## src/sv/rlpse_pkg.sv

```systemverilog
// types and constants of the rgb led pulse symbol encoder
`timescale 1ns / 1ps

package rlpse_pkg;

    // colour word and symbol counts
    localparam int CHAN_W      = 8;
    localparam int WORD_W      = 3 * CHAN_W;
    localparam int DATA_BITS   = WORD_W;
    localparam int IDX_W       = 5;
    localparam int TICKS_W     = 15;
    localparam int SHORT_W     = 8;
    localparam int PROD_W      = 2 * CHAN_W;

    // default depth of the queue between front and back
    localparam int QUEUE_DEPTH_DEF = 2;

    // configuration port
    localparam int CFG_IDX_W  = 3;
    localparam int CFG_DATA_W = 16;

    typedef enum logic [CFG_IDX_W-1:0] {
        REG_BRIGHTNESS       = 3'd0,
        REG_SHORT_TICKS      = 3'd1,
        REG_LONG_TICKS       = 3'd2,
        REG_RESET_HALF_TICKS = 3'd3
    } t_cfg_reg;

    // register reset values
    localparam logic [CHAN_W-1:0]  BRIGHTNESS_RST       = 8'd64;
    localparam logic [SHORT_W-1:0] SHORT_TICKS_RST      = 8'd3;
    localparam logic [SHORT_W-1:0] LONG_TICKS_RST       = 8'd9;
    localparam logic [TICKS_W-1:0] RESET_HALF_TICKS_RST = 15'd250;

    // input opcodes
    localparam logic OP_RGB888 = 1'b0;
    localparam logic OP_RGB565 = 1'b1;

    // pulse timing handed to the back end
    typedef struct packed {
        logic [SHORT_W-1:0] short_ticks;
        logic [SHORT_W-1:0] long_ticks;
        logic [TICKS_W-1:0] reset_half_ticks;
    } t_timing;

endpackage

```

## src/sv/rlpse_fifo.sv

```systemverilog
// small word queue between the colour front end and the symbol back end
`timescale 1ns / 1ps

module rlpse_fifo import rlpse_pkg::*; #(
    parameter int DEPTH = QUEUE_DEPTH_DEF,
    parameter int WIDTH = WORD_W
) (
    input  logic             i_clk,
    input  logic             i_rst_n,
    input  logic             i_push_valid,
    output logic             o_push_ready,
    input  logic [WIDTH-1:0] i_push_data,
    output logic             o_pop_valid,
    input  logic             i_pop,
    output logic [WIDTH-1:0] o_pop_data
);

    localparam int AW = (DEPTH > 1) ? $clog2(DEPTH) : 1;
    localparam int CW = $clog2(DEPTH + 1);
    localparam logic [AW-1:0] LAST_PTR = AW'(DEPTH - 1);
    localparam logic [CW-1:0] FULL_CNT = CW'(DEPTH);

    logic [WIDTH-1:0] r_mem [DEPTH];
    logic [AW-1:0]    r_wr_ptr, n_wr_ptr;
    logic [AW-1:0]    r_rd_ptr, n_rd_ptr;
    logic [CW-1:0]    r_count, n_count;
    logic             push, pop;

    assign o_push_ready = (r_count != FULL_CNT);
    assign o_pop_valid  = (r_count != '0);
    assign o_pop_data   = r_mem[r_rd_ptr];
    assign push         = i_push_valid && o_push_ready;
    assign pop          = i_pop && o_pop_valid;

    // pointer and fill count update
    always_comb begin
        n_wr_ptr = r_wr_ptr;
        n_rd_ptr = r_rd_ptr;
        n_count  = r_count;
        if (push) begin
            n_wr_ptr = (r_wr_ptr == LAST_PTR) ? '0 : r_wr_ptr + 1'b1;
        end
        if (pop) begin
            n_rd_ptr = (r_rd_ptr == LAST_PTR) ? '0 : r_rd_ptr + 1'b1;
        end
        if (push && !pop) begin
            n_count = r_count + 1'b1;
        end else if (pop && !push) begin
            n_count = r_count - 1'b1;
        end
    end

    always_ff @(posedge i_clk) begin
        if (!i_rst_n) begin
            r_wr_ptr <= '0;
            r_rd_ptr <= '0;
            r_count  <= '0;
        end else begin
            r_wr_ptr <= n_wr_ptr;
            r_rd_ptr <= n_rd_ptr;
            r_count  <= n_count;
        end
    end

    // storage write
    always_ff @(posedge i_clk) begin
        if (push) begin
            r_mem[r_wr_ptr] <= i_push_data;
        end
    end

endmodule

```

## src/sv/rlpse_front.sv

```systemverilog
// front end: takes colour words, decodes the format and scales by brightness
`timescale 1ns / 1ps

module rlpse_front import rlpse_pkg::*; (
    input  logic              i_clk,
    input  logic              i_rst_n,
    input  logic [CHAN_W-1:0] i_brightness,
    input  logic              i_in_valid,
    output logic              o_in_ready,
    input  logic              i_opcode,
    input  logic [7:0]        i_red,
    input  logic [7:0]        i_green,
    input  logic [7:0]        i_blue,
    input  logic [15:0]       i_rgb565,
    output logic              o_push_valid,
    input  logic              i_push_ready,
    output logic [WORD_W-1:0] o_push_word
);

    // exact p / 255 for any product of two bytes
    function automatic logic [CHAN_W-1:0] div255(input logic [PROD_W-1:0] p);
        logic [PROD_W:0] t;
        t = {1'b0, p} + {9'd0, p[PROD_W-1:CHAN_W]} + 17'd1;
        return t[PROD_W-1:CHAN_W];
    endfunction

    logic              r_s1_valid;
    logic [CHAN_W-1:0] r_s1_r, r_s1_g, r_s1_b;
    logic              r_s2_valid;
    logic [PROD_W-1:0] r_s2_r, r_s2_g, r_s2_b;
    logic [CHAN_W-1:0] dec_r, dec_g, dec_b;
    logic              s1_adv, s2_adv, accept, black;

    // stage handshake
    assign s2_adv     = i_push_ready;
    assign s1_adv     = !r_s2_valid || s2_adv;
    assign o_in_ready = !r_s1_valid || s1_adv;
    assign accept     = i_in_valid && o_in_ready;

    // colour format decode, rgb565 zero or with the top bit set is black
    assign black = (i_rgb565 == '0) || i_rgb565[15];
    always_comb begin
        dec_r = i_red;
        dec_g = i_green;
        dec_b = i_blue;
        if (i_opcode == OP_RGB565) begin
            if (black) begin
                dec_r = '0;
                dec_g = '0;
                dec_b = '0;
            end else begin
                dec_r = {i_rgb565[15:11], 3'b000};
                dec_g = {i_rgb565[10:5], 2'b00};
                dec_b = {i_rgb565[4:0], 3'b000};
            end
        end
    end

    // stage one: decoded channels
    always_ff @(posedge i_clk) begin
        if (!i_rst_n) begin
            r_s1_valid <= 1'b0;
        end else if (o_in_ready) begin
            r_s1_valid <= i_in_valid;
        end
    end

    always_ff @(posedge i_clk) begin
        if (accept) begin
            r_s1_r <= dec_r;
            r_s1_g <= dec_g;
            r_s1_b <= dec_b;
        end
    end

    // stage two: brightness products
    always_ff @(posedge i_clk) begin
        if (!i_rst_n) begin
            r_s2_valid <= 1'b0;
        end else if (s1_adv) begin
            r_s2_valid <= r_s1_valid;
        end
    end

    always_ff @(posedge i_clk) begin
        if (s1_adv && r_s1_valid) begin
            r_s2_r <= PROD_W'(r_s1_r) * PROD_W'(i_brightness);
            r_s2_g <= PROD_W'(r_s1_g) * PROD_W'(i_brightness);
            r_s2_b <= PROD_W'(r_s1_b) * PROD_W'(i_brightness);
        end
    end

    // scaled word in green, red, blue order
    assign o_push_valid = r_s2_valid;
    assign o_push_word  = {div255(r_s2_g), div255(r_s2_r), div255(r_s2_b)};

endmodule

```

## src/sv/rlpse_back.sv

```systemverilog
// back end: turns each queued colour word into 25 pulse symbols
`timescale 1ns / 1ps

module rlpse_back import rlpse_pkg::*; (
    input  logic               i_clk,
    input  logic               i_rst_n,
    input  t_timing            i_timing,
    input  logic               i_q_valid,
    output logic               o_q_pop,
    input  logic [WORD_W-1:0]  i_q_word,
    output logic               o_out_valid,
    input  logic               i_out_ready,
    output logic               o_first_level,
    output logic [TICKS_W-1:0] o_first_ticks,
    output logic               o_second_level,
    output logic [TICKS_W-1:0] o_second_ticks,
    output logic               o_last_symbol
);

    localparam logic [IDX_W-1:0] LAST_IDX = IDX_W'(DATA_BITS);

    logic               r_active;
    logic [WORD_W-1:0]  r_word;
    logic [IDX_W-1:0]   r_idx;
    logic               r_out_valid;
    logic               r_first_level;
    logic [TICKS_W-1:0] r_first_ticks;
    logic [TICKS_W-1:0] r_second_ticks;
    logic               r_last_symbol;
    logic               load, at_last, emit;
    logic [TICKS_W-1:0] short_t, long_t;

    assign load    = !r_out_valid || i_out_ready;
    assign at_last = (r_idx == LAST_IDX);
    assign emit    = load && r_active;
    assign o_q_pop = i_q_valid && (!r_active || (emit && at_last));
    assign short_t = TICKS_W'(i_timing.short_ticks);
    assign long_t  = TICKS_W'(i_timing.long_ticks);

    // symbol sequencer
    always_ff @(posedge i_clk) begin
        if (!i_rst_n) begin
            r_active <= 1'b0;
            r_idx    <= '0;
        end else if (o_q_pop) begin
            r_active <= 1'b1;
            r_idx    <= '0;
        end else if (emit) begin
            if (at_last) begin
                r_active <= 1'b0;
            end else begin
                r_idx <= r_idx + 1'b1;
            end
        end
    end

    // word shifts out msb first
    always_ff @(posedge i_clk) begin
        if (o_q_pop) begin
            r_word <= i_q_word;
        end else if (emit) begin
            r_word <= {r_word[WORD_W-2:0], 1'b0};
        end
    end

    // output register
    always_ff @(posedge i_clk) begin
        if (!i_rst_n) begin
            r_out_valid <= 1'b0;
        end else if (load) begin
            r_out_valid <= r_active;
        end
    end

    always_ff @(posedge i_clk) begin
        if (emit) begin
            if (at_last) begin
                r_first_level  <= 1'b0;
                r_first_ticks  <= i_timing.reset_half_ticks;
                r_second_ticks <= i_timing.reset_half_ticks;
                r_last_symbol  <= 1'b1;
            end else begin
                r_first_level  <= 1'b1;
                r_first_ticks  <= r_word[WORD_W-1] ? long_t : short_t;
                r_second_ticks <= r_word[WORD_W-1] ? short_t : long_t;
                r_last_symbol  <= 1'b0;
            end
        end
    end

    assign o_out_valid    = r_out_valid;
    assign o_first_level  = r_first_level;
    assign o_first_ticks  = r_first_ticks;
    assign o_second_level = 1'b0;
    assign o_second_ticks = r_second_ticks;
    assign o_last_symbol  = r_last_symbol;

endmodule

```

## src/sv/rgb_led_pulse_symbol_encoder.sv

```systemverilog
// Top level of the rgb led pulse symbol encoder.
// Path: an accepted colour word passes the two front-end stages, the queue and the back-end
// sequencer to the output register. Throughput: 25 symbols per word at one a cycle while the
// output is not stalled, set by the back-end symbol sequencer; the front end and queue run ahead.
// Reset: synchronous active low; clears control state and loads the register defaults.
`timescale 1ns / 1ps

module rgb_led_pulse_symbol_encoder import rlpse_pkg::*; #(
    parameter int QUEUE_DEPTH = QUEUE_DEPTH_DEF
) (
    input  logic                  i_clk,
    input  logic                  i_rst_n,
    // configuration writes
    input  logic                  i_cfg_valid,
    output logic                  o_cfg_ready,
    input  logic [CFG_IDX_W-1:0]  i_cfg_index,
    input  logic [CFG_DATA_W-1:0] i_cfg_data,
    // colour words
    input  logic                  i_in_valid,
    output logic                  o_in_ready,
    input  logic                  i_opcode,
    input  logic [7:0]            i_red,
    input  logic [7:0]            i_green,
    input  logic [7:0]            i_blue,
    input  logic [15:0]           i_rgb565,
    // pulse symbols
    output logic                  o_out_valid,
    input  logic                  i_out_ready,
    output logic                  o_first_level,
    output logic [TICKS_W-1:0]    o_first_ticks,
    output logic                  o_second_level,
    output logic [TICKS_W-1:0]    o_second_ticks,
    output logic                  o_last_symbol
);

    logic [CHAN_W-1:0] r_brightness;
    t_timing           r_timing;
    logic              push_valid, push_ready;
    logic [WORD_W-1:0] push_word;
    logic              pop_valid, pop;
    logic [WORD_W-1:0] pop_word;

    // configuration registers
    assign o_cfg_ready = 1'b1;

    always_ff @(posedge i_clk) begin
        if (!i_rst_n) begin
            r_brightness              <= BRIGHTNESS_RST;
            r_timing.short_ticks      <= SHORT_TICKS_RST;
            r_timing.long_ticks       <= LONG_TICKS_RST;
            r_timing.reset_half_ticks <= RESET_HALF_TICKS_RST;
        end else if (i_cfg_valid) begin
            case (i_cfg_index)
                REG_BRIGHTNESS: begin
                    r_brightness <= i_cfg_data[CHAN_W-1:0];
                end
                REG_SHORT_TICKS: begin
                    r_timing.short_ticks <= i_cfg_data[SHORT_W-1:0];
                end
                REG_LONG_TICKS: begin
                    r_timing.long_ticks <= i_cfg_data[SHORT_W-1:0];
                end
                REG_RESET_HALF_TICKS: begin
                    r_timing.reset_half_ticks <= i_cfg_data[TICKS_W-1:0];
                end
                default: begin
                end
            endcase
        end
    end

    // colour decode and scaling
    rlpse_front u_front (
        .i_clk        (i_clk),
        .i_rst_n      (i_rst_n),
        .i_brightness (r_brightness),
        .i_in_valid   (i_in_valid),
        .o_in_ready   (o_in_ready),
        .i_opcode     (i_opcode),
        .i_red        (i_red),
        .i_green      (i_green),
        .i_blue       (i_blue),
        .i_rgb565     (i_rgb565),
        .o_push_valid (push_valid),
        .i_push_ready (push_ready),
        .o_push_word  (push_word)
    );

    // word queue
    rlpse_fifo #(
        .DEPTH (QUEUE_DEPTH),
        .WIDTH (WORD_W)
    ) u_fifo (
        .i_clk        (i_clk),
        .i_rst_n      (i_rst_n),
        .i_push_valid (push_valid),
        .o_push_ready (push_ready),
        .i_push_data  (push_word),
        .o_pop_valid  (pop_valid),
        .i_pop        (pop),
        .o_pop_data   (pop_word)
    );

    // symbol generation
    rlpse_back u_back (
        .i_clk          (i_clk),
        .i_rst_n        (i_rst_n),
        .i_timing       (r_timing),
        .i_q_valid      (pop_valid),
        .o_q_pop        (pop),
        .i_q_word       (pop_word),
        .o_out_valid    (o_out_valid),
        .i_out_ready    (i_out_ready),
        .o_first_level  (o_first_level),
        .o_first_ticks  (o_first_ticks),
        .o_second_level (o_second_level),
        .o_second_ticks (o_second_ticks),
        .o_last_symbol  (o_last_symbol)
    );

endmodule

```

## config.mk

```make
export PLATFORM = sky130hd
export DESIGN_NAME = rgb_led_pulse_symbol_encoder
export DESIGN_NICKNAME = d
export VERILOG_FILES = /design/src/sv/rlpse_pkg.sv /design/src/sv/rlpse_fifo.sv /design/src/sv/rlpse_front.sv /design/src/sv/rlpse_back.sv /design/src/sv/rgb_led_pulse_symbol_encoder.sv
export SDC_FILE = /design/constraint.sdc
export NUM_CORES = 1
export LEC_CHECK = 0
export BUFFER_PORTS_ARGS = -buffer_cell sky130_fd_sc_hd__buf_4
export CAP_MARGIN = 10
export CORE_MARGIN = 10
export CORE_UTILIZATION = 56
export DETAILED_ROUTE_END_ITERATION = 10
export PLACE_DENSITY = 0.77
export SYNTH_ARGS = -nofsm -noshare
export SYNTH_HDL_FRONTEND = slang
export SYNTH_SLANG_ARGS = --single-unit
```

## constraint.sdc

```tcl
create_clock -name i_clk -period 4.65 [get_ports i_clk]
set_input_delay 0.93 -clock i_clk [delete_from_list [all_inputs] [get_ports i_clk]]
set_output_delay 0.93 -clock i_clk [all_outputs]
set_load 0.1 [all_outputs]
```

* Word-level counts from Yosys, hierarchy flattened *
Memories as Yosys holds them, arrays and structs flattened. A register that Yosys moved wholly into a read port is not among the register bits.
Cells that the tools add are included.

storage, ports and cells
  bits in registers = 180
  bits in writable memories = 48
  input bits = 65
  output and inout port bits = 36
  word-level logic and storage cells = 103
  memories = 1

cells by class
  $add $sub $neg = 11
  $mul = 3
  eq/ne operators = 5
  mux-type cells = 25
  bitwise gates (word level) = 2
  reductions and logical operators = 33

memory list
  memory        words  width  rd ports  clocked after Yosys merged registers in  write ports  line              text
  u_fifo.r_mem  2      24     1         1                                        1            rlpse_fifo.sv:23  logic [WIDTH-1:0] r_mem [DEPTH];

operator list
  kind                   number
  $mux 8                 8
  $add 16x1->16 const B  3
  $add 16x8->16          3
  $mul 8x8->16           3
  $mux 24                2
  $mux 15                2
  $logic_not 16->1       1
  $reduce_and 2->1       6
  $mux 1                 11
  $logic_and 1x1->1      9
  $reduce_bool 2->1      4
  $eq 3x2->1 const B     2
  $logic_not 1->1        6
  $add 5x1->5 const B    1
  $eq 5x5->1 const B     1
  $logic_or 1x1->1       5
  $mux 2                 2
  $eq 3x1->1 const B     1
  $logic_not 3->1        1
  $add 1x1->1 const B    2
  $add 2x1->2 const B    1
  $ne 2x2->1 const B     1
  $not 1->1              2
  $reduce_or 2->1        1
  $sub 2x1->2 const B    1

* Longest topological paths before layout *
  depth in word-level cells = 10
  mapped depth = 17
  gate-level depth less buffers = 15

* Cells and area by module *
A second synthesis with hierarchy kept.

second synthesis, totals
  cells, all modules = 1,474
  area, all modules = 15,869.0 µm²

by module, submodules not included
  module                        instances  cells each  area each (µm²)  sequential area each (µm²)
  rlpse_front                   1          980         9,651.8          2,202.1
  rlpse_back                    1          237         2,681.3          1,611.5
  rlpse_fifo                    1          99          1,969.4          1,541.5
  rgb_led_pulse_symbol_encoder  1          158         1,566.5          780.7

* Worst setup path after synthesis *
No wires, ideal clock.

  kind = register -> register
  start point = register r_brightness[7]
  end point = register u_front.r_s2_g[11] (data pin)
  library setup time = 0.258 ns
  data arrival time = 4.186 ns
  required time = 4.392 ns
  setup slack = 0.206 ns
  stages on the path, launching flop included = 16
  path buffers = 1
  clock period less this slack = 4.444 ns
  cells stage by stage = dfxtp_1 > clkbuf_1 > nand2_1 > fa_1 > fa_1 > inv_1 > fa_1 > inv_1 > fa_1 > inv_1 > ha_1 > o21a_1 > o31a_1 > or4_1 > a31oi_1 > xnor2_1

on the way
  longest elaborated chain between the ends = 1

RTL lines
  item                      line                                text
  start: declaration        rgb_led_pulse_symbol_encoder.sv:36  logic [CHAN_W-1:0] r_brightness;
  start signal: assignment  rgb_led_pulse_symbol_encoder.sv:55  r_brightness <= i_cfg_data[CHAN_W-1:0];
  $mul 8x8->16              rlpse_front.sv:88                   r_s2_g <= PROD_W'(r_s1_g) * PROD_W'(i_brightness);
  end signal: assignment    rlpse_front.sv:88
  end: declaration          rlpse_front.sv:30                   logic [PROD_W-1:0] r_s2_r, r_s2_g, r_s2_b;

Every way passes these cells.
A chain may end at the register's enable or synchronous reset.

* Worst setup path after layout *
  start point = register u_front.r_s1_g[2]
  end point = register u_front.r_s2_g[11] (data pin)

on the way
  longest elaborated chain between the ends = 1

RTL lines
  item                      line               text
  start: declaration        rlpse_front.sv:28  logic [CHAN_W-1:0] r_s1_r, r_s1_g, r_s1_b;
  start signal: assignment  rlpse_front.sv:71  r_s1_g <= dec_g;
  $mul 8x8->16              rlpse_front.sv:88

Every way passes these cells.

==> results.rst <==
.. list-table::
   :header-rows: 1

   * - Metric
     - Value
   * - Outcome
     - complete, no violations
   * - Number of antenna violations at the first check in global routing
     - 0
   * - Async set-or-reset flop fraction in the synthesized netlist
     - 0%
   * - Period minus WS final
     - 4470 ps
   * - Global-route wire length before repair
     - 51,300 um
   * - Sum of net half-perimeters after detailed placement
     - 23,000 um
   * - Power Total
     - 0.00627 W
   * - Buffers inserted during post-CTS setup optimization
     - 0
   * - Count of hold buffers inserted by post-cts repair
     - 0
   * - Cell area after technology mapping
     - 15,600 um^2
   * - Post-placement cell count
     - 1,959
   * - Total number of vias
     - 10,700
   * - Gate count of the mapped netlist
     - 1,499
   * - Flip-flop cell with the highest count after synthesis
     - sky130_fd_sc_hd__edfxtp_1
   * - Top cells by count, synth
     - 175 x sky130_fd_sc_hd__nand2_1, 174 x sky130_fd_sc_hd__and2_1, 174 x sky130_fd_sc_hd__inv_1
   * - Start-to-end type of the worst setup path
     - flop to flop
   * - Final Instance Count excl. Fillers
     - 2,003
   * - Number of failing setup endpoints in the final timing report
     - 0
   * - Clock root cell
     - sky130_fd_sc_hd__clkbuf_16
   * - Aggregate negative setup slack
     - 0 ps
   * - Fraction of layout cells with a size suffix above 1
     - 12.0%
   * - Post-synth cell types
     - 59
   * - TritonCTS clock tree
     - yes
   * - Length of the first detailed-routing pass in iterations
     - 5
   * - Number of nets in the finished design
     - 1,912
   * - Leak Pwr
     - 7.95 nW
   * - # clock sinks
     - 222
   * - Worst-case vdd ir drop
     - 0.278 mV
   * - Arrival time of data at the critical path endpoint
     - 4730 ps
   * - WP data required
     - 4910 ps
   * - Post-synth EDFFs
     - 169
   * - Endpoints failing hold
     - 0
   * - I/O pin total
     - 101
   * - Top cells by area, synth
     - sky130_fd_sc_hd__edfxtp_1 32%, sky130_fd_sc_hd__fa_1 14%, sky130_fd_sc_hd__ha_1 11%, sky130_fd_sc_hd__and2_1 7.0%, sky130_fd_sc_hd__dfxtp_1 6.8%
   * - Number of max-cap violations
     - 0
   * - Post-synthesis to final-layout area growth
     - 13.5%
   * - Insertion delay to the later sink of the worst-skew pair
     - 520 ps
   * - Remaining global-route overflow
     - 0
   * - Level count of the clock H-tree
     - 1
   * - Setup repair after global routing missed its margin
     - false
   * - DIE AREA
     - 35,000 um^2
   * - Final weighted congestion of routability-driven global placement
     - 0.818
   * - Yosys warns
     - 0
   * - Crit path max fanout
     - 8
   * - Final Cycle Share
     - 96.1%
   * - Final Skew
     - 16.8 ps
   * - DRC violations left
     - 0
   * - Synthesis-stage register bit count
     - 222
   * - Die Height
     - 187 um
   * - Number of DRC violations after detailed-routing iteration 0
     - 510
   * - Kind of start point of the critical path
     - flop
   * - Min-delay worst type
     - flop to flop
   * - Clock Tree Buf Depth
     - 3
   * - Number of cell rows
     - 61
   * - TritonCTS buffer count
     - 24
   * - Final Max Slew Viols
     - 0
   * - Power per cell area
     - 353 nW/um^2
   * - Most frequently used cell type in the post-synthesis netlist
     - sky130_fd_sc_hd__nand2_1
   * - Ratio of routed vias to standard cells
     - 5.33
   * - Count of buffers from port buffering
     - 97
   * - Final Routed Wirelength
     - 29,900 um
   * - Achievable Freq
     - 224 MHz
   * - Most area-hungry cell type in the Yosys netlist
     - sky130_fd_sc_hd__edfxtp_1
   * - Post-layout util
     - 64.2%
   * - Rel. slew slack
     - 24.4%
   * - Count of antenna diodes in the layout
     - 0
   * - Syn_nets
     - 1,804
   * - Proportion of synthesized chip area in sequential cells
     - 39.3%
   * - Syn_area_per_cell
     - 10.4 um^2
   * - Clock transition at the registers of the reported paths
     - 60 ps
   * - Initial Util
     - 56.6%
   * - Overall Global Routing Usage
     - 16.9%
   * - Share of the synthesized area in the top cell type
     - 32.5%
   * - Beginning of the worst register-to-register path
     - u_front.r_s1_g[2]
   * - Post-route ant nets
     - 0
   * - Worst setup startpoint
     - u_front.r_s1_g[2]
   * - Critical path endpoint category
     - flop
   * - Startpoint of the worst hold path
     - r_timing[14]
   * - Die X-Extent
     - 187 um
   * - Number of global-route vias before repair
     - 10,900
   * - Slew at the pin with the worst max-slew slack
     - 1130 ps
   * - Maximum number of pins on one net before global-route repair
     - 51
   * - Core Box Area
     - 27,600 um^2
   * - Wire length per cell
     - 14.9 um
## report_power, final
| group | internal, W | switching (W) |
|---|---|---|
| logic | 0.000564 | 0.00116 |
| registers | 0.00253 | 0.000177 |
| clock network | 0.00108 | 0.000758 |
| total | 0.00417 | 0.00210 |
## what timing repair did
item	in CTS	in global routing
endpoints found under the hold margin	0	0
endpoints found under the setup margin	0	16
gates resized for setup	0	7
## metrics by stage
| stage | hold slack, ps | area [um^2] | setup slack, ps |
|---|---|---|---|
| 2_1_floorplan | 430 | 15600 | 206 |
| 5_1_grt | 476 | 17700 | 22.7 |
| 4_1_cts | 453 | 17700 | 0.245 |
| 6_report | 451 | 17700 | 182 |
| 3_5_place_dp | 444 | 17000 | 18.7 |
| 3_3_place_gp | 436 | 17000 | 50.3 |
## cells in the final DEF (no fill, tap or decap), types with 8 or more instances in the layout
cell type,n
sky130_fd_sc_hd__nand2_1,175
sky130_fd_sc_hd__inv_1,174
sky130_fd_sc_hd__and2_1,174
sky130_fd_sc_hd__edfxtp_1,169
sky130_fd_sc_hd__buf_4,139
sky130_fd_sc_hd__ha_1,132
sky130_fd_sc_hd__fa_1,108
sky130_fd_sc_hd__nor2_1,49
sky130_fd_sc_hd__dfxtp_1,47
sky130_fd_sc_hd__a21oi_1,41
sky130_fd_sc_hd__mux2i_1,41
sky130_fd_sc_hd__xnor2_1,36
sky130_fd_sc_hd__o21ai_0,29
sky130_fd_sc_hd__o21ai_1,28
sky130_fd_sc_hd__nand3_1,27
sky130_fd_sc_hd__clkbuf_16,24
sky130_fd_sc_hd__nor2b_1,22
sky130_fd_sc_hd__xor2_1,18
sky130_fd_sc_hd__a21boi_1,18
sky130_fd_sc_hd__o21a_1,17
sky130_fd_sc_hd__nor3_1,15
sky130_fd_sc_hd__a21boi_0,13
sky130_fd_sc_hd__and3_1,11
sky130_fd_sc_hd__nand4_1,8
## critical path: stages (launching register included)
cell and delay (ps):
sky130_fd_sc_hd__edfxtp_1 510, sky130_fd_sc_hd__and2_1 230, sky130_fd_sc_hd__fa_1 430, sky130_fd_sc_hd__fa_1 540, sky130_fd_sc_hd__inv_1 50, sky130_fd_sc_hd__fa_1 460, sky130_fd_sc_hd__fa_1 540, sky130_fd_sc_hd__inv_1 40
sky130_fd_sc_hd__ha_1 340, sky130_fd_sc_hd__o21a_1 210, sky130_fd_sc_hd__o31a_1 130, sky130_fd_sc_hd__or4_1 400, sky130_fd_sc_hd__a31oi_1 230, sky130_fd_sc_hd__xnor2_1 100
## layout make-up
cell class / instances / area, um^2
fillers: 2204 / 9900
multi-input cells: 1044 / 8600
flip-flops and latches: 222 / 6150
repair buffers: 141 / 1080
clock buffers: 33 / 674
inverters: 174 / 653
well taps: 378 / 473
clock inverters: 11 / 98.8
## worst paths after layout
path                        endpoint  slack, ps  depth (start not counted)
setup / recovery  u_front.r_s2_g[11]        180                         13
hold / removal          r_timing[14]        450                          2
setup reg to reg  u_front.r_s2_g[11]        180                         13
hold reg to reg         r_timing[14]        450                          2
## flip-flops by register name (all words and copies together) (netlist names), named ones only
signal	count
u_back.o_last_symbol	1
u_front.r_s1_r	8
u_back.r_word	24
u_back.o_first_level	1
u_front.r_s2_b	16
u_back.o_second_ticks	8
u_back.o_out_valid	1
u_front.r_s2_g	16
u_front.r_s1_b	8
u_front.o_push_valid	1
u_fifo.r_wr_ptr	1
u_back.r_active	1
r_timing	31
u_front.r_s1_g	8
u_fifo.r_count	2
u_front.r_s1_valid	1
u_back.o_first_ticks	15
u_fifo.r_mem	48
u_fifo.r_rd_ptr	1
r_brightness	8
u_front.r_s2_r	16
u_back.r_idx	5
## metal layers
layer  GRT usage, %  part of all wire, %  routed length (um)  up-vias
li1               -                    -                   -     5234
met1           21.9                   45               13500     5185
met2           29.2                   48               14500      219
met3           2.89                  4.8                1450       39
met4           3.78                  1.5                 462        0
met5              0                    0                   0        -
## kinds of logic (layout without fill, tap and decap cells)
family / count (synthesis) / after routing / synth area share [%]
flops: 222 / 222 / 39.3
xor+xnor: 54 / 54 / 3.03
fa+ha+maj: 240 / 240 / 24.4
compound gates: 190 / 190 / 7.85
simple gates: 516 / 516 / 16.9
mux: 42 / 42 / 2.70
buf+inv: 233 / 359 / 5.85
other cells: 2 / 2 / 0.0481
Note: power is estimated with default switching activity, not from simulation.
